**src/rtl/ptp_pkg.sv**
```systemverilog
// Shared types, constants and constant functions of the polar to plot point block.
package ptp_pkg;

   localparam int PLOT_RADIUS_DEF    = 96;
   localparam int TRIG_FRAC_BITS_DEF = 15;
   localparam int QUEUE_DEPTH        = 4;

   localparam int DIST_W     = 15;
   localparam int BEAR_W     = 9;
   localparam int PIX_W      = 12;
   localparam int RANGE_W    = 16;
   localparam int CENTER_W   = 10;
   localparam int FULL_W     = 20;
   localparam int IDX_W      = 7;
   localparam int CSR_IDX_W  = 2;
   localparam int CSR_DATA_W = 16;
   localparam int REQ_DATA_W = 24;
   localparam int RSP_DATA_W = 24;
   localparam int TAB_N      = 91;

   localparam logic [RANGE_W-1:0]  RANGE_RESET    = 16'd30;
   localparam logic [CENTER_W-1:0] CENTER_RESET   = 10'd128;
   localparam logic [BEAR_W-1:0]   ANGLE_QUARTER  = 9'd90;
   localparam logic [BEAR_W-1:0]   ANGLE_HALF     = 9'd180;
   localparam logic [BEAR_W-1:0]   ANGLE_3QUARTER = 9'd270;
   localparam logic [BEAR_W-1:0]   ANGLE_FULL     = 9'd360;

   localparam longint unsigned DEG_Q30 = 64'd18740330;
   localparam longint unsigned ONE_Q30 = 64'd1 << 30;
   localparam longint unsigned TAYLOR_DIV [12] = '{
      64'd6, 64'd20, 64'd42, 64'd72, 64'd110, 64'd156,
      64'd210, 64'd272, 64'd342, 64'd420, 64'd506, 64'd600
   };

   typedef enum logic [CSR_IDX_W-1:0] {
      CSR_RANGE    = 2'd0,
      CSR_CENTER_X = 2'd1,
      CSR_CENTER_Y = 2'd2
   } csr_index_type;

   typedef struct packed {
      logic             neg;
      logic [IDX_W-1:0] idx;
   } trig_ref_type;

   typedef struct packed {
      logic [FULL_W-1:0]   full;
      logic [CENTER_W-1:0] center_x;
      logic [CENTER_W-1:0] center_y;
   } cfg_type;

   function automatic int num_width(input int radius);
      return DIST_W + $clog2(radius + 1) + 8;
   endfunction

   function automatic longint unsigned sin_q30(input int unsigned k);
      longint unsigned x;
      longint unsigned x2;
      longint unsigned term;
      longint unsigned sum;
      x    = longint'(k) * DEG_Q30;
      x2   = (x * x) >> 30;
      term = x;
      sum  = x;
      for (int n = 1; n <= 12; n++) begin
         term = ((term * x2) >> 30) / TAYLOR_DIV[n-1];
         if (n % 2 == 1) begin
            sum = sum - term;
         end else begin
            sum = sum + term;
         end
      end
      if (k == 90) begin
         sum = ONE_Q30;
      end
      return sum;
   endfunction

   function automatic longint unsigned trig_entry(input int unsigned k,
                                                  input int unsigned frac);
      return (sin_q30(k) + (64'd1 << (29 - frac))) >> (30 - frac);
   endfunction

   function automatic trig_ref_type fold_angle(input logic [BEAR_W-1:0] a);
      trig_ref_type r;
      logic [BEAR_W-1:0] v;
      if (a <= ANGLE_QUARTER) begin
         v     = a;
         r.neg = 1'b0;
      end else if (a <= ANGLE_HALF) begin
         v     = ANGLE_HALF - a;
         r.neg = 1'b0;
      end else if (a <= ANGLE_3QUARTER) begin
         v     = a - ANGLE_HALF;
         r.neg = 1'b1;
      end else begin
         v     = ANGLE_FULL - a;
         r.neg = 1'b1;
      end
      r.idx = v[IDX_W-1:0];
      return r;
   endfunction

endpackage

```
**src/rtl/ptp_front.sv**
```systemverilog
// Front end: configuration registers, input acceptance and classification into queue words.
module ptp_front #(
   parameter int PLOT_RADIUS = ptp_pkg::PLOT_RADIUS_DEF,
   parameter int NUM_W       = ptp_pkg::num_width(PLOT_RADIUS),
   parameter int WORD_W      = NUM_W + 2 * $bits(ptp_pkg::trig_ref_type)
) (
   input  logic                              clock,
   input  logic                              reset,
   input  logic                              csr_we,
   input  logic [ptp_pkg::CSR_IDX_W-1:0]     csr_index,
   input  logic [ptp_pkg::CSR_DATA_W-1:0]    csr_wdata,
   input  logic                              req_tvalid,
   output logic                              req_tready,
   input  logic [ptp_pkg::REQ_DATA_W-1:0]    req_tdata,  // distance_tenths[14:0], bearing[23:15]
   input  logic                              q_full,
   output logic                              q_push,
   output logic [WORD_W-1:0]                 q_data,
   output ptp_pkg::cfg_type                  cfg
);

   logic [ptp_pkg::RANGE_W-1:0]  range_ff,    range_in;
   logic [ptp_pkg::CENTER_W-1:0] center_x_ff, center_x_in;
   logic [ptp_pkg::CENTER_W-1:0] center_y_ff, center_y_in;

   logic [ptp_pkg::RANGE_W-1:0]  rng;
   logic [ptp_pkg::FULL_W-1:0]   full;
   logic [ptp_pkg::DIST_W-1:0]   distance;
   logic [ptp_pkg::DIST_W-1:0]   dc;
   logic [ptp_pkg::BEAR_W-1:0]   bear_raw;
   logic [ptp_pkg::BEAR_W-1:0]   bear;
   logic [ptp_pkg::BEAR_W:0]     cos_sum;
   logic [ptp_pkg::BEAR_W-1:0]   cos_bear;
   logic [NUM_W-1:0]             num;
   ptp_pkg::trig_ref_type        sin_ref;
   ptp_pkg::trig_ref_type        cos_ref;

   always_comb begin
      range_in    = range_ff;
      center_x_in = center_x_ff;
      center_y_in = center_y_ff;
      if (csr_we) begin
         case (ptp_pkg::csr_index_type'(csr_index))
            ptp_pkg::CSR_RANGE: begin
               range_in = csr_wdata;
            end
            ptp_pkg::CSR_CENTER_X: begin
               center_x_in = csr_wdata[ptp_pkg::CENTER_W-1:0];
            end
            ptp_pkg::CSR_CENTER_Y: begin
               center_y_in = csr_wdata[ptp_pkg::CENTER_W-1:0];
            end
            default: begin
            end
         endcase
      end
   end

   always_ff @(posedge clock) begin
      if (reset) begin
         range_ff    <= ptp_pkg::RANGE_RESET;
         center_x_ff <= ptp_pkg::CENTER_RESET;
         center_y_ff <= ptp_pkg::CENTER_RESET;
      end else begin
         range_ff    <= range_in;
         center_x_ff <= center_x_in;
         center_y_ff <= center_y_in;
      end
   end

   always_comb begin
      rng  = (range_ff == '0) ? ptp_pkg::RANGE_RESET : range_ff;
      full = (ptp_pkg::FULL_W'(rng) << 3) + (ptp_pkg::FULL_W'(rng) << 1);

      distance = req_tdata[ptp_pkg::DIST_W-1:0];
      bear_raw = req_tdata[ptp_pkg::DIST_W +: ptp_pkg::BEAR_W];

      dc  = (ptp_pkg::FULL_W'(distance) < full) ? distance : full[ptp_pkg::DIST_W-1:0];
      num = (NUM_W'(dc) * NUM_W'(PLOT_RADIUS)) << 8;

      bear     = (bear_raw >= ptp_pkg::ANGLE_FULL) ? bear_raw - ptp_pkg::ANGLE_FULL : bear_raw;
      cos_sum  = {1'b0, bear} + {1'b0, ptp_pkg::ANGLE_QUARTER};
      cos_bear = (cos_sum >= {1'b0, ptp_pkg::ANGLE_FULL}) ?
                 ptp_pkg::BEAR_W'(cos_sum - {1'b0, ptp_pkg::ANGLE_FULL}) :
                 cos_sum[ptp_pkg::BEAR_W-1:0];

      sin_ref = ptp_pkg::fold_angle(bear);
      cos_ref = ptp_pkg::fold_angle(cos_bear);
   end

   assign req_tready   = !q_full;
   assign q_push       = req_tvalid && !q_full;
   assign q_data       = {num, sin_ref, cos_ref};
   assign cfg.full     = full;
   assign cfg.center_x = center_x_ff;
   assign cfg.center_y = center_y_ff;

endmodule

```
**src/rtl/ptp_queue.sv**
```systemverilog
// Short register queue between the front end and the back end.
module ptp_queue #(
   parameter int WIDTH = 8,
   parameter int DEPTH = ptp_pkg::QUEUE_DEPTH
) (
   input  logic             clock,
   input  logic             reset,
   input  logic             push,
   input  logic [WIDTH-1:0] push_data,
   output logic             full,
   input  logic             pop,
   output logic [WIDTH-1:0] pop_data,
   output logic             empty
);

   localparam int PW = (DEPTH > 1) ? $clog2(DEPTH) : 1;
   localparam int CW = $clog2(DEPTH + 1);

   logic [WIDTH-1:0] mem_ff [DEPTH];
   logic [PW-1:0]    wr_ptr_ff, wr_ptr_in;
   logic [PW-1:0]    rd_ptr_ff, rd_ptr_in;
   logic [CW-1:0]    count_ff,  count_in;
   logic             do_push;
   logic             do_pop;

   assign full     = (count_ff == CW'(DEPTH));
   assign empty    = (count_ff == '0);
   assign do_push  = push && !full;
   assign do_pop   = pop && !empty;
   assign pop_data = mem_ff[rd_ptr_ff];

   always_comb begin
      wr_ptr_in = wr_ptr_ff;
      rd_ptr_in = rd_ptr_ff;
      count_in  = count_ff;
      if (do_push) begin
         wr_ptr_in = (wr_ptr_ff == PW'(DEPTH - 1)) ? '0 : wr_ptr_ff + 1'b1;
      end
      if (do_pop) begin
         rd_ptr_in = (rd_ptr_ff == PW'(DEPTH - 1)) ? '0 : rd_ptr_ff + 1'b1;
      end
      if (do_push && !do_pop) begin
         count_in = count_ff + 1'b1;
      end else if (do_pop && !do_push) begin
         count_in = count_ff - 1'b1;
      end
   end

   always_ff @(posedge clock) begin
      if (reset) begin
         wr_ptr_ff <= '0;
         rd_ptr_ff <= '0;
         count_ff  <= '0;
      end else begin
         wr_ptr_ff <= wr_ptr_in;
         rd_ptr_ff <= rd_ptr_in;
         count_ff  <= count_in;
      end
   end

   always_ff @(posedge clock) begin
      if (do_push) begin
         mem_ff[wr_ptr_ff] <= push_data;
      end
   end

   a_count_bound: assert property (@(posedge clock) disable iff (reset)
      count_ff <= CW'(DEPTH))
      else $error("queue count beyond depth");

endmodule

```
**src/rtl/ptp_back.sv**
```systemverilog
// Back end: trig lookup, pipelined radius divider, scaling, rounding and the output register.
module ptp_back #(
   parameter int PLOT_RADIUS    = ptp_pkg::PLOT_RADIUS_DEF,
   parameter int TRIG_FRAC_BITS = ptp_pkg::TRIG_FRAC_BITS_DEF,
   parameter int NUM_W          = ptp_pkg::num_width(PLOT_RADIUS),
   parameter int WORD_W         = NUM_W + 2 * $bits(ptp_pkg::trig_ref_type)
) (
   input  logic                           clock,
   input  logic                           reset,
   input  logic                           q_valid,
   output logic                           q_pop,
   input  logic [WORD_W-1:0]              q_data,
   input  ptp_pkg::cfg_type               cfg,
   output logic                           rsp_tvalid,
   input  logic                           rsp_tready,
   output logic [ptp_pkg::RSP_DATA_W-1:0] rsp_tdata   // pixel_x[11:0], pixel_y[23:12]
);

   localparam int QMAX = 256 * PLOT_RADIUS;
   localparam int QW   = $clog2(QMAX + 1);
   localparam int TW   = TRIG_FRAC_BITS + 1;
   localparam int MW   = QW + TW;
   localparam int FW   = ptp_pkg::FULL_W;
   localparam int XW   = ptp_pkg::PIX_W;
   localparam int MUL  = QW + 1;
   localparam int OUTS = QW + 2;

   typedef struct packed {
      logic          sneg;
      logic [TW-1:0] smag;
      logic          cneg;
      logic [TW-1:0] cmag;
   } trig_type;

   logic [TW-1:0] sin_tab [ptp_pkg::TAB_N];

   for (genvar k = 0; k < ptp_pkg::TAB_N; k++) begin : g_tab
      assign sin_tab[k] = TW'(ptp_pkg::trig_entry(k, TRIG_FRAC_BITS));
   end

   logic                  en;
   logic                  v_ff   [OUTS+1];
   logic [FW-1:0]         rem_ff [QW+1];
   logic [FW-1:0]         rem_in [QW+1];
   logic [QW-1:0]         quo_ff [QW+1];
   logic [QW-1:0]         quo_in [QW+1];
   logic [QW-1:0]         nlo_ff [QW+1];
   logic [QW-1:0]         nlo_in [QW+1];
   trig_type              trig_ff [QW+1];
   trig_type              trig_in [QW+1];

   logic [NUM_W-1:0]      q_num;
   ptp_pkg::trig_ref_type q_sin;
   ptp_pkg::trig_ref_type q_cos;

   logic [MW-1:0]         mx_ff, mx_in;
   logic [MW-1:0]         my_ff, my_in;
   logic                  nx_ff, ny_ff;

   logic [MW:0]           rx;
   logic [MW:0]           ry;
   logic [XW-1:0]         dx;
   logic [XW-1:0]         dy;
   logic [XW-1:0]         px_ff, px_in;
   logic [XW-1:0]         py_ff, py_in;

   assign en    = !v_ff[OUTS] || rsp_tready;
   assign q_pop = en && q_valid;

   assign {q_num, q_sin, q_cos} = q_data;

   always_comb begin
      rem_in[0]       = FW'(q_num >> QW);
      nlo_in[0]       = q_num[QW-1:0];
      quo_in[0]       = '0;
      trig_in[0].sneg = q_sin.neg;
      trig_in[0].smag = sin_tab[q_sin.idx];
      trig_in[0].cneg = q_cos.neg;
      trig_in[0].cmag = sin_tab[q_cos.idx];
   end

   for (genvar s = 1; s <= QW; s++) begin : g_div
      logic [FW:0] t;
      logic        ge;
      always_comb begin
         t          = {rem_ff[s-1], nlo_ff[s-1][QW-1]};
         ge         = (t >= {1'b0, cfg.full});
         rem_in[s]  = ge ? FW'(t - {1'b0, cfg.full}) : t[FW-1:0];
         quo_in[s]  = {quo_ff[s-1][QW-2:0], ge};
         nlo_in[s]  = nlo_ff[s-1] << 1;
         trig_in[s] = trig_ff[s-1];
      end
   end

   always_comb begin
      mx_in = MW'(quo_ff[QW]) * MW'(trig_ff[QW].smag);
      my_in = MW'(quo_ff[QW]) * MW'(trig_ff[QW].cmag);

      rx = ({1'b0, mx_ff} + ((MW + 1)'(1) << (7 + TRIG_FRAC_BITS))) >> (8 + TRIG_FRAC_BITS);
      ry = ({1'b0, my_ff} + ((MW + 1)'(1) << (7 + TRIG_FRAC_BITS))) >> (8 + TRIG_FRAC_BITS);
      dx = nx_ff ? -XW'(rx) : XW'(rx);
      dy = ny_ff ? -XW'(ry) : XW'(ry);

      px_in = XW'(cfg.center_x) + dx;
      py_in = XW'(cfg.center_y) - dy;
   end

   always_ff @(posedge clock) begin
      if (reset) begin
         for (int i = 0; i <= OUTS; i++) begin
            v_ff[i] <= 1'b0;
         end
      end else if (en) begin
         v_ff[0] <= q_valid;
         for (int i = 1; i <= OUTS; i++) begin
            v_ff[i] <= v_ff[i-1];
         end
      end
   end

   always_ff @(posedge clock) begin
      if (en) begin
         for (int i = 0; i <= QW; i++) begin
            rem_ff[i]  <= rem_in[i];
            quo_ff[i]  <= quo_in[i];
            nlo_ff[i]  <= nlo_in[i];
            trig_ff[i] <= trig_in[i];
         end
         mx_ff <= mx_in;
         my_ff <= my_in;
         nx_ff <= trig_ff[QW].sneg;
         ny_ff <= trig_ff[QW].cneg;
         px_ff <= px_in;
         py_ff <= py_in;
      end
   end

   assign rsp_tvalid = v_ff[OUTS];
   assign rsp_tdata  = {py_ff, px_ff};

   a_trig_index: assert property (@(posedge clock) disable iff (reset)
      q_pop |-> (q_sin.idx <= 7'd90) && (q_cos.idx <= 7'd90))
      else $error("trig index outside quarter table");

   a_mul_advance: assert property (@(posedge clock) disable iff (reset)
      (en && v_ff[QW]) |=> v_ff[MUL])
      else $error("divider result lost before multiply stage");

   a_out_source: assert property (@(posedge clock) disable iff (reset)
      $rose(rsp_tvalid) |-> $past(v_ff[MUL]))
      else $error("output word without multiply stage word");

endmodule

```
**src/rtl/polar_to_plot_point.sv**
```systemverilog
// Top level of the polar to plot point block: front end, queue and back end.
// Path: an accepted req word waits in the queue, then passes the divider stages, the multiply
// register and the output register to rsp_tvalid. Throughput: one word per cycle while
// rsp_tready is high; the radius divider is pipelined one quotient bit per stage.
// Reset: synchronous; range 30 nm, center (128, 128), queue and pipeline emptied.
module polar_to_plot_point #(
   parameter int PLOT_RADIUS    = ptp_pkg::PLOT_RADIUS_DEF,
   parameter int TRIG_FRAC_BITS = ptp_pkg::TRIG_FRAC_BITS_DEF
) (
   input  logic                           clock,
   input  logic                           reset,
   input  logic                           csr_we,
   input  logic [ptp_pkg::CSR_IDX_W-1:0]  csr_index,
   input  logic [ptp_pkg::CSR_DATA_W-1:0] csr_wdata,
   input  logic                           req_tvalid,
   output logic                           req_tready,
   input  logic [ptp_pkg::REQ_DATA_W-1:0] req_tdata,   // distance_tenths[14:0], bearing[23:15]
   output logic                           rsp_tvalid,
   input  logic                           rsp_tready,
   output logic [ptp_pkg::RSP_DATA_W-1:0] rsp_tdata    // pixel_x[11:0], pixel_y[23:12]
);

   localparam int NUM_W  = ptp_pkg::num_width(PLOT_RADIUS);
   localparam int WORD_W = NUM_W + 2 * $bits(ptp_pkg::trig_ref_type);

   logic              q_full;
   logic              q_push;
   logic [WORD_W-1:0] q_wdata;
   logic              q_empty;
   logic              q_pop;
   logic [WORD_W-1:0] q_rdata;
   ptp_pkg::cfg_type  cfg;

   ptp_front #(
      .PLOT_RADIUS (PLOT_RADIUS),
      .NUM_W       (NUM_W),
      .WORD_W      (WORD_W)
   ) u_front (
      .clock      (clock),
      .reset      (reset),
      .csr_we     (csr_we),
      .csr_index  (csr_index),
      .csr_wdata  (csr_wdata),
      .req_tvalid (req_tvalid),
      .req_tready (req_tready),
      .req_tdata  (req_tdata),
      .q_full     (q_full),
      .q_push     (q_push),
      .q_data     (q_wdata),
      .cfg        (cfg)
   );

   ptp_queue #(
      .WIDTH (WORD_W),
      .DEPTH (ptp_pkg::QUEUE_DEPTH)
   ) u_queue (
      .clock     (clock),
      .reset     (reset),
      .push      (q_push),
      .push_data (q_wdata),
      .full      (q_full),
      .pop       (q_pop),
      .pop_data  (q_rdata),
      .empty     (q_empty)
   );

   ptp_back #(
      .PLOT_RADIUS    (PLOT_RADIUS),
      .TRIG_FRAC_BITS (TRIG_FRAC_BITS),
      .NUM_W          (NUM_W),
      .WORD_W         (WORD_W)
   ) u_back (
      .clock      (clock),
      .reset      (reset),
      .q_valid    (!q_empty),
      .q_pop      (q_pop),
      .q_data     (q_rdata),
      .cfg        (cfg),
      .rsp_tvalid (rsp_tvalid),
      .rsp_tready (rsp_tready),
      .rsp_tdata  (rsp_tdata)
   );

endmodule
```
**config.mk**
```make
export PLATFORM = sky130hd
export DESIGN_NAME = polar_to_plot_point
export DESIGN_NICKNAME = d
export VERILOG_FILES = /design/src/rtl/ptp_pkg.sv /design/src/rtl/ptp_front.sv /design/src/rtl/ptp_queue.sv /design/src/rtl/ptp_back.sv /design/src/rtl/polar_to_plot_point.sv
export SDC_FILE = /design/constraint.sdc
export NUM_CORES = 2
export LEC_CHECK = 0
export BUFFER_PORTS_ARGS = -buffer_cell sky130_fd_sc_hd__buf_2
export CAP_MARGIN = 20
export CORE_UTILIZATION = 25
export CTS_CLUSTER_SIZE = 16
export DETAILED_ROUTE_END_ITERATION = 8
export GPL_ROUTABILITY_DRIVEN = 0
export PLACE_DENSITY = 0.44
export SYNTH_ARGS = -nofsm -noshare
export SYNTH_HDL_FRONTEND = slang
export SYNTH_SLANG_ARGS = --single-unit
```
**constraint.sdc**
```tcl
create_clock -name clock -period 43.9 [get_ports clock]
set_input_delay 0 -clock clock [delete_from_list [all_inputs] [get_ports clock]]
set_output_delay 0 -clock clock [all_outputs]
set_load 0.02 [all_outputs]
```
# After elaboration in Yosys (flattened, before gate mapping)
# Memory sizes are Yosys's and may differ from the RTL's. A register that Yosys moved wholly into a read port is not among the register bits.
# Index checks and enable logic that the tools add are counted.
# totals
output_inout_bits	26
register_bits	131
in_bits	47
n_memories	8
ramBits	1494
word_cells	195
latchBits	0
romBits	4096
# mem_list
memory	words	word_bits	rd	rd_clocked_by_memory_dff	write_ports	line	rtl
(no name shown)	128	16	1	0	0	ptp_back.sv:77	trig_in[0].smag = sin_tab[q_sin.idx];
(no name shown)	128	16	1	0	0	ptp_back.sv:79	trig_in[0].cmag = sin_tab[q_cos.idx];
u_back.trig_ff	16	34	16	0	16	ptp_back.sv:49	trig_type trig_ff [QW+1];
u_back.rem_ff	16	20	15	0	16	ptp_back.sv:43	logic [FW-1:0] rem_ff [QW+1];
u_back.nlo_ff	16	15	15	0	16	ptp_back.sv:47	logic [QW-1:0] nlo_ff [QW+1];
u_back.quo_ff	16	15	16	0	16	ptp_back.sv:45	logic [QW-1:0] quo_ff [QW+1];
2 more memories	n/a	n/a	n/a	n/a	n/a	n/a	
# op_classes
shifts	0
magnitude_cmp	26
mux	67
mul	3
addsub	35
eq_ne	5
n_bitwise	20
n_reduce_logical	19
div	0
# op_table
cell	n
>= comparator 21 x 20 -> 1 bit	15
2-to-1 mux 20 bit	15
subtractor 20 bit	15
2-to-1 mux 16 bit	5
adder 31 x 23 -> 32 bit, second input constant	2
multiplier 15 x 16 -> 31 bit	2
2-to-1 mux 7 bit	6
2-to-1 mux 1 bit	30
2-to-1 mux 12 bit	2
negation 9 -> 12 bit	2
adder 19 x 17 -> 20 bit	1
less-than comparator 15 x 20 -> 1 bit	1
<= comparator 9 x 7 -> 1 bit, second input constant	2
<= comparator 9 x 8 -> 1 bit, second input constant	2
<= comparator 9 bit, second input constant	2
2-to-1 mux 9 bit	2
bitwise OR 1 bit	18
subtractor 9 bit, second input constant	2
multiplier 15 x 2 -> 17 bit, second input constant	1
>= comparator 8 bit, second input constant	2
logical NOT 16 bit	1
inverter 7 -> 8 bit	2
2-to-1 mux 15 bit	1
subtractor 6 x 7 -> 7 bit, first input constant	2
22 further kinds	42

# Depth between registers and ports, before layout
# depth
ltp_word	9
ltp_mapped	39
ltp_nobuf	37

# Hierarchy
# Synthesis repeated with hierarchy kept, for this count alone.
# hier_totals
cells_unflattened	6931
hier_area_um2	82908.3
# by_module_without_submodules
module	cells_each	instances	seq_area_each_um2	area_each_um2
ptp_back	5994	1	34262.9	70806.7
ptp_queue	290	1	5705.5	7141.8
ptp_front	646	1	720.7	4956.0
polar_to_plot_point	1	1	0.0	3.8

# Worst setup path before layout
# OpenSTA, ideal clock, no wires.
# synth_timing
path_type	in2reg
start	in rsp_tready
end	reg u_queue.count_ff[2]
arrival_ns	30.183
cell_stages	8
setup_ns	0.070
n_path_buf	0
setup_slack_ns	13.646
required_ns	43.830
path_cell_list	nand2b_1 o31ai_1 ha_1 inv_1 fa_1 xor2_1 or3_1 a21oi_1
# synth_between
elab_chain_len	6
elab_cells_between_ends	8
cone_classes	mux (1); reduce/logical (7)
# synth_lines
element	line	rtl
start, declared	polar_to_plot_point.sv:19	input logic rsp_tready,
logical OR 1 bit (*)	ptp_back.sv:67	assign en = !v_ff[OUTS] || rsp_tready;
logical AND 1 bit (*)	ptp_back.sv:68	assign q_pop = en && q_valid;
logical AND 1 bit (*)	ptp_queue.sv:29	assign do_pop = pop && !empty;
logical NOT 1 bit	ptp_queue.sv:42	if (do_push && !do_pop) begin
logical AND 1 bit	ptp_queue.sv:42	
2-to-1 mux 3 bit / nonzero test 2 bit (equally long branches)	n/a	
end signal, assigned	ptp_queue.sv:57	count_ff <= count_in;
end, declared	ptp_queue.sv:22	logic [CW-1:0] count_ff, count_in;
# Every way passes the cells marked *; elsewhere a longest branch is shown, timed or not.
# A chain may end at the register's enable or synchronous reset.

# Worst setup path after layout
# layout_timing
start	reg u_front.range_ff[14] in the netlist's numbering
end	mem u_queue.mem_ff[0][30] in the netlist's numbering (data pin)
# layout_between
elab_chain_len	6
# layout_lines
element	line	rtl
start, declared	ptp_front.sv:21	logic [ptp_pkg::RANGE_W-1:0] range_ff, range_in;
start signal, assigned	ptp_front.sv:60	range_ff <= ptp_pkg::RANGE_RESET;
start signal, assigned	ptp_front.sv:64	range_ff <= range_in;
logical NOT 16 bit	ptp_front.sv:71	rng = (range_ff == '0) ? ptp_pkg::RANGE_RESET : range_ff;
2-to-1 mux 16 bit (*)	ptp_front.sv:71	
adder 19 x 17 -> 20 bit (*)	ptp_front.sv:72	full = (ptp_pkg::FULL_W'(rng) << 3) + (ptp_pkg::FULL_W'(rng) << 1);
less-than comparator 15 x 20 -> 1 bit	ptp_front.sv:77	dc = (ptp_pkg::FULL_W'(distance) < full) ? distance : full[ptp_pkg::DIST_W-1:0];
2-to-1 mux 15 bit (*)	ptp_front.sv:77	
multiplier 15 x 2 -> 17 bit (*)	ptp_front.sv:78	num = (NUM_W'(dc) * NUM_W'(PLOT_RADIUS)) << 8;
via q_wdata[43]	polar_to_plot_point.sv:28	logic [WORD_W-1:0] q_wdata;
end, declared	ptp_queue.sv:19	logic [WIDTH-1:0] mem_ff [DEPTH];
# Mark *: on every way through the listed nets, which the timed path passes. The rest lies on a longest branch.

==> flow_summary_export.csv <==
group,metric,value,unit
status,status,"completed",
sta,skew,0.0425,ns
synthesis,synth_edf_count,1140,
setup_path,ff2ff_setup_slack,34.84,ns
setup_path,path_class,"reg2reg",
clock_tree,cts_tree,"done",
synthesis,yosys.area_share.xor_xnor,0.0433,
setup_path,critical-path-max-stage-delay,0.65,ns
clock_tree,htreeDepth,4,
clock_tree,clk_pin_slew,0.06,ns
synthesis,synth_top_family_by_area,"adder cells",
place,portBuffers,72,
detailed_routing,routed_wl,177000,um
synthesis,synth-seq-area-share,0.477,
clock_tree,cts_sinks,1185,
synthesis,synthMuxAreaShare,0.0201,
clock_tree,numCtsBuffers,138,
setup_path,r2r-end,"u_queue.mem_ff[0][30]$_DFFE_PP_",
detailed_routing,drt_iter0_drc,3522,
layout,drive_gt1_frac,0.0808,
layout,fillers,30200,
die,num_rows,199,
setup_path,end_kind,"flip-flop",
detailed_routing,drc,0,
clock_tree,clkLatencyLatePin,0.79,ns
die,dieHeight,545,um
synthesis,syn_area,0.0737,sq mm
synthesis,yosysUniqueCellTypes,104,
sta,clock.fmax,110,MHz
setup_path,critPathMostFrequentCell,"o21ai_0",
grt,antenna_found_initial,12,
synthesis,synth-simple-area-share,0.113,
synthesis,yosysWarnings,0,
synthesis,syn_inst,6388,
sta,rsz0062_at_grt,"false",
layout,num-nets-final,7430,
synthesis,synth_ff_type,"edfxtp_1",
sta,setup_viol,0,
sta,period_share,0.206,
setup_path,startpoint,"u_front.range_ff[14]$_SDFFE_PP0P_",
grt,grt_pass1_vias,47900,
place,postPlaceCellArea,0.0788,sq mm
synthesis,synthAdderAreaFrac,0.198,
synthesis,synth_seq_cells,1185,
detailed_routing,wl_per_cell,16.8,um
grt,grt_max_degree,198,
synthesis,avgSynthCellArea,11.5,sq um
grt,overflow,0,
grt,grt_pass1_wl,279000,um
sta,slew_headroom,0.284,
setup_path,cp.required,44.39,ns
sta,hold_viol,0,
detailed_routing,postRouteAntennaNets,0,
synthesis,synth-async-reset-ratio,0,
setup_path,r2r_cells,35,
detailed_routing,vias_per_cell,4.54,
min_path,min_from,"req_tdata[9]",
setup_path,start_kind,"flip-flop",
setup_path,critical_path.max_fanout,28,
clock_tree,cts_buffer_depth,3,
die,dieArea,0.297,sq mm
clock_tree,cts-root-buf,"clkbuf_16",
synthesis,synth_nets,7354,
setup_path,cp.arrival,9.56,ns
die,io_pins,73,
place,hpwl,122000,um
sta,setup_tns,0,ns
layout,final_cell_area,0.0838,sq mm
detailed_routing,vias,47700,
die,core,0.294,sq mm
sta,max_slew.worst_pin.slew,1.07,ns
setup_path,crit_slowest_cell,"o311ai_0",
sta,maxSlewViolCount,0,
sta,fin_crit,9.06,ns
synthesis,synth_compound_area_frac,0.111,
die,initial_utilization,0.251,
grt,grt_use_total,0.119,
die,die_x,545,um
min_path,holdCritPathClass,"in2reg",
layout,final_core_util,0.285,
setup_path,setup.worst_path.end,"u_queue.mem_ff[0][30]$_DFFE_PP_",
flow_run,maxCapViolations,0,
clock_tree,postCtsResizedCells,0,
detailed_routing,dr.pass1.iters,5,
layout,syn_to_final_growth,13.6,%
setup_path,r2r_start,"u_front.range_ff[14]$_SDFFE_PP0P_",
flip-flops by register name, indices dropped and copies added, names as in the netlist, 3 cells and up, named ones only:
signal               flops
u_back.my_ff             9
u_back.v_ff             18
u_front.center_x_ff     10
u_front.range_ff        16
u_back.mx_ff             9
u_back.px_ff            12
u_back.trig_ff         544
u_queue.count_ff         3
u_back.py_ff            12
u_back.rem_ff          283
u_front.center_y_ff     10
u_queue.mem_ff         128
u_back.quo_ff          120
u_back.nlo_ff            3
what timing repair did:
action	CTS	global route
setup endpoints to repair	0	0
hold buffers	33	1
setup buffers	0	0
endpoints found under the hold margin	110	1
layer usage:
metal,up-vias,routed length [um],global-route usage
li1,23000,-,-
met5,-,12,0
met3,192,8760,0.0210
met1,23500,88500,0.174
met2,969,76600,0.181
met4,2,2800,0.0266
cells by family (layout without fill, tap and decap cells):
group           Yosys count  count (layout)
fa+ha+maj               943             943
buf+inv                 738             931
simple gates           1774            1774
flops                  1185            1185
mux                     112             112
compound gates         1281            1281
xor+xnor                355             355
other cells               0               2
stage by stage:
stage / hold WS [ns] / worst slack, ns / cells
floorplan: 0.0989 / 13.65 / 6388
detailed placement: 0.319 / 34.91 / 10200
global placement: 0.323 / 34.74 / 10200
global route: 0.0773 / 33.82 / 10500
CTS: 0.00427 / 34.85 / 10500
finish: 0.0684 / 34.84 / 10500
layout make-up:
cell class                      count  area (sq um)  share of cell area
Antenna cell                        2          5.00           0.0000598
Clock buffer                      178          3670              0.0438
Clock inverter                     79           840              0.0100
Inverter                          478          1800              0.0215
Multi-Input combinational cell   4465         36000               0.429
Sequential cell                  1185         35100               0.420
Tap cell                         3919          4900              0.0585
Timing Repair Buffer              196          1440              0.0172
cell usage in the layout, fill, tap and decap left out, types with 36 or more instances in the layout:
cell type	instances
a211oi_1	45
a21o_1	99
a21oi_1	303
a31oi_1	50
and2_1	220
buf_2	72
buf_4	85
clkbuf_1	36
clkbuf_16	140
dfxtp_1	43
edfxtp_1	1140
fa_1	377
ha_1	542
inv_1	471
mux2_2	48
mux2i_1	40
nand2_1	763
nand2b_1	44
nand3_1	76
nor2_1	335
nor2b_1	47
nor3_1	83
o211ai_1	45
o21a_1	36
o21ai_0	382
xnor2_1	207
xor2_1	132
worst max-delay path, delay by kind of cell (launching register included):
kind                       cells  cell delay (ns)
adders and majority gates      3             1.10
DFF                            1             0.41
buffers and inverters          4             0.93
xor gates and xnor gates       1             0.14
AOI/OAI and AO/OA             20             4.38
and+or+nand+nor                7             1.76
cells in the mapped netlist, types with 40 or more instances:
cell type | n | area [sq um]
a211oi_1 | 45 | 338
o211ai_1 | 45 | 338
nor2b_1 | 47 | 294
dfxtp_1 | 45 | 901
a21o_1 | 99 | 743
nor2_1 | 335 | 1260
clkbuf_1 | 208 | 781
xor2_1 | 137 | 1200
ha_1 | 542 | 6780
a31oi_1 | 50 | 313
nand3_1 | 76 | 380
mux2_2 | 48 | 541
nand2_1 | 763 | 2860
nor3_1 | 84 | 420
edfxtp_1 | 1140 | 34200
mux2i_1 | 40 | 400
nand2b_1 | 46 | 288
and2_1 | 220 | 1380
xnor2_1 | 211 | 1850
fa_1 | 377 | 7550
a21oi_1 | 305 | 1530
inv_1 | 473 | 1780
o21ai_0 | 384 | 1920
worst min-delay path by stage:
| stage | cells after the start | end | slack (ns) |
|---|---|---|---|
| after floorplan | 0 | u_queue.mem_ff[0][8]$_DFFE_PP_ | 0.1 |
| after global placement | 3 | u_front.center_x_ff[4]$_SDFFE_PP0P_ | 0.32 |
| after detailed placement | 3 | u_front.center_y_ff[4]$_SDFFE_PP0P_ | 0.32 |
| after CTS | 4 | u_front.range_ff[6]$_SDFFE_PP0P_ | 0.004 |
| after global routing | 4 | u_front.center_x_ff[6]$_SDFFE_PP0P_ | 0.08 |
| final | 5 | u_queue.mem_ff[1][25]$_DFFE_PP_ | 0.07 |
Power is left out: the tool's default activity adds up to more than one toggle a clock period on the data nets, which glitch-free logic cannot reach.
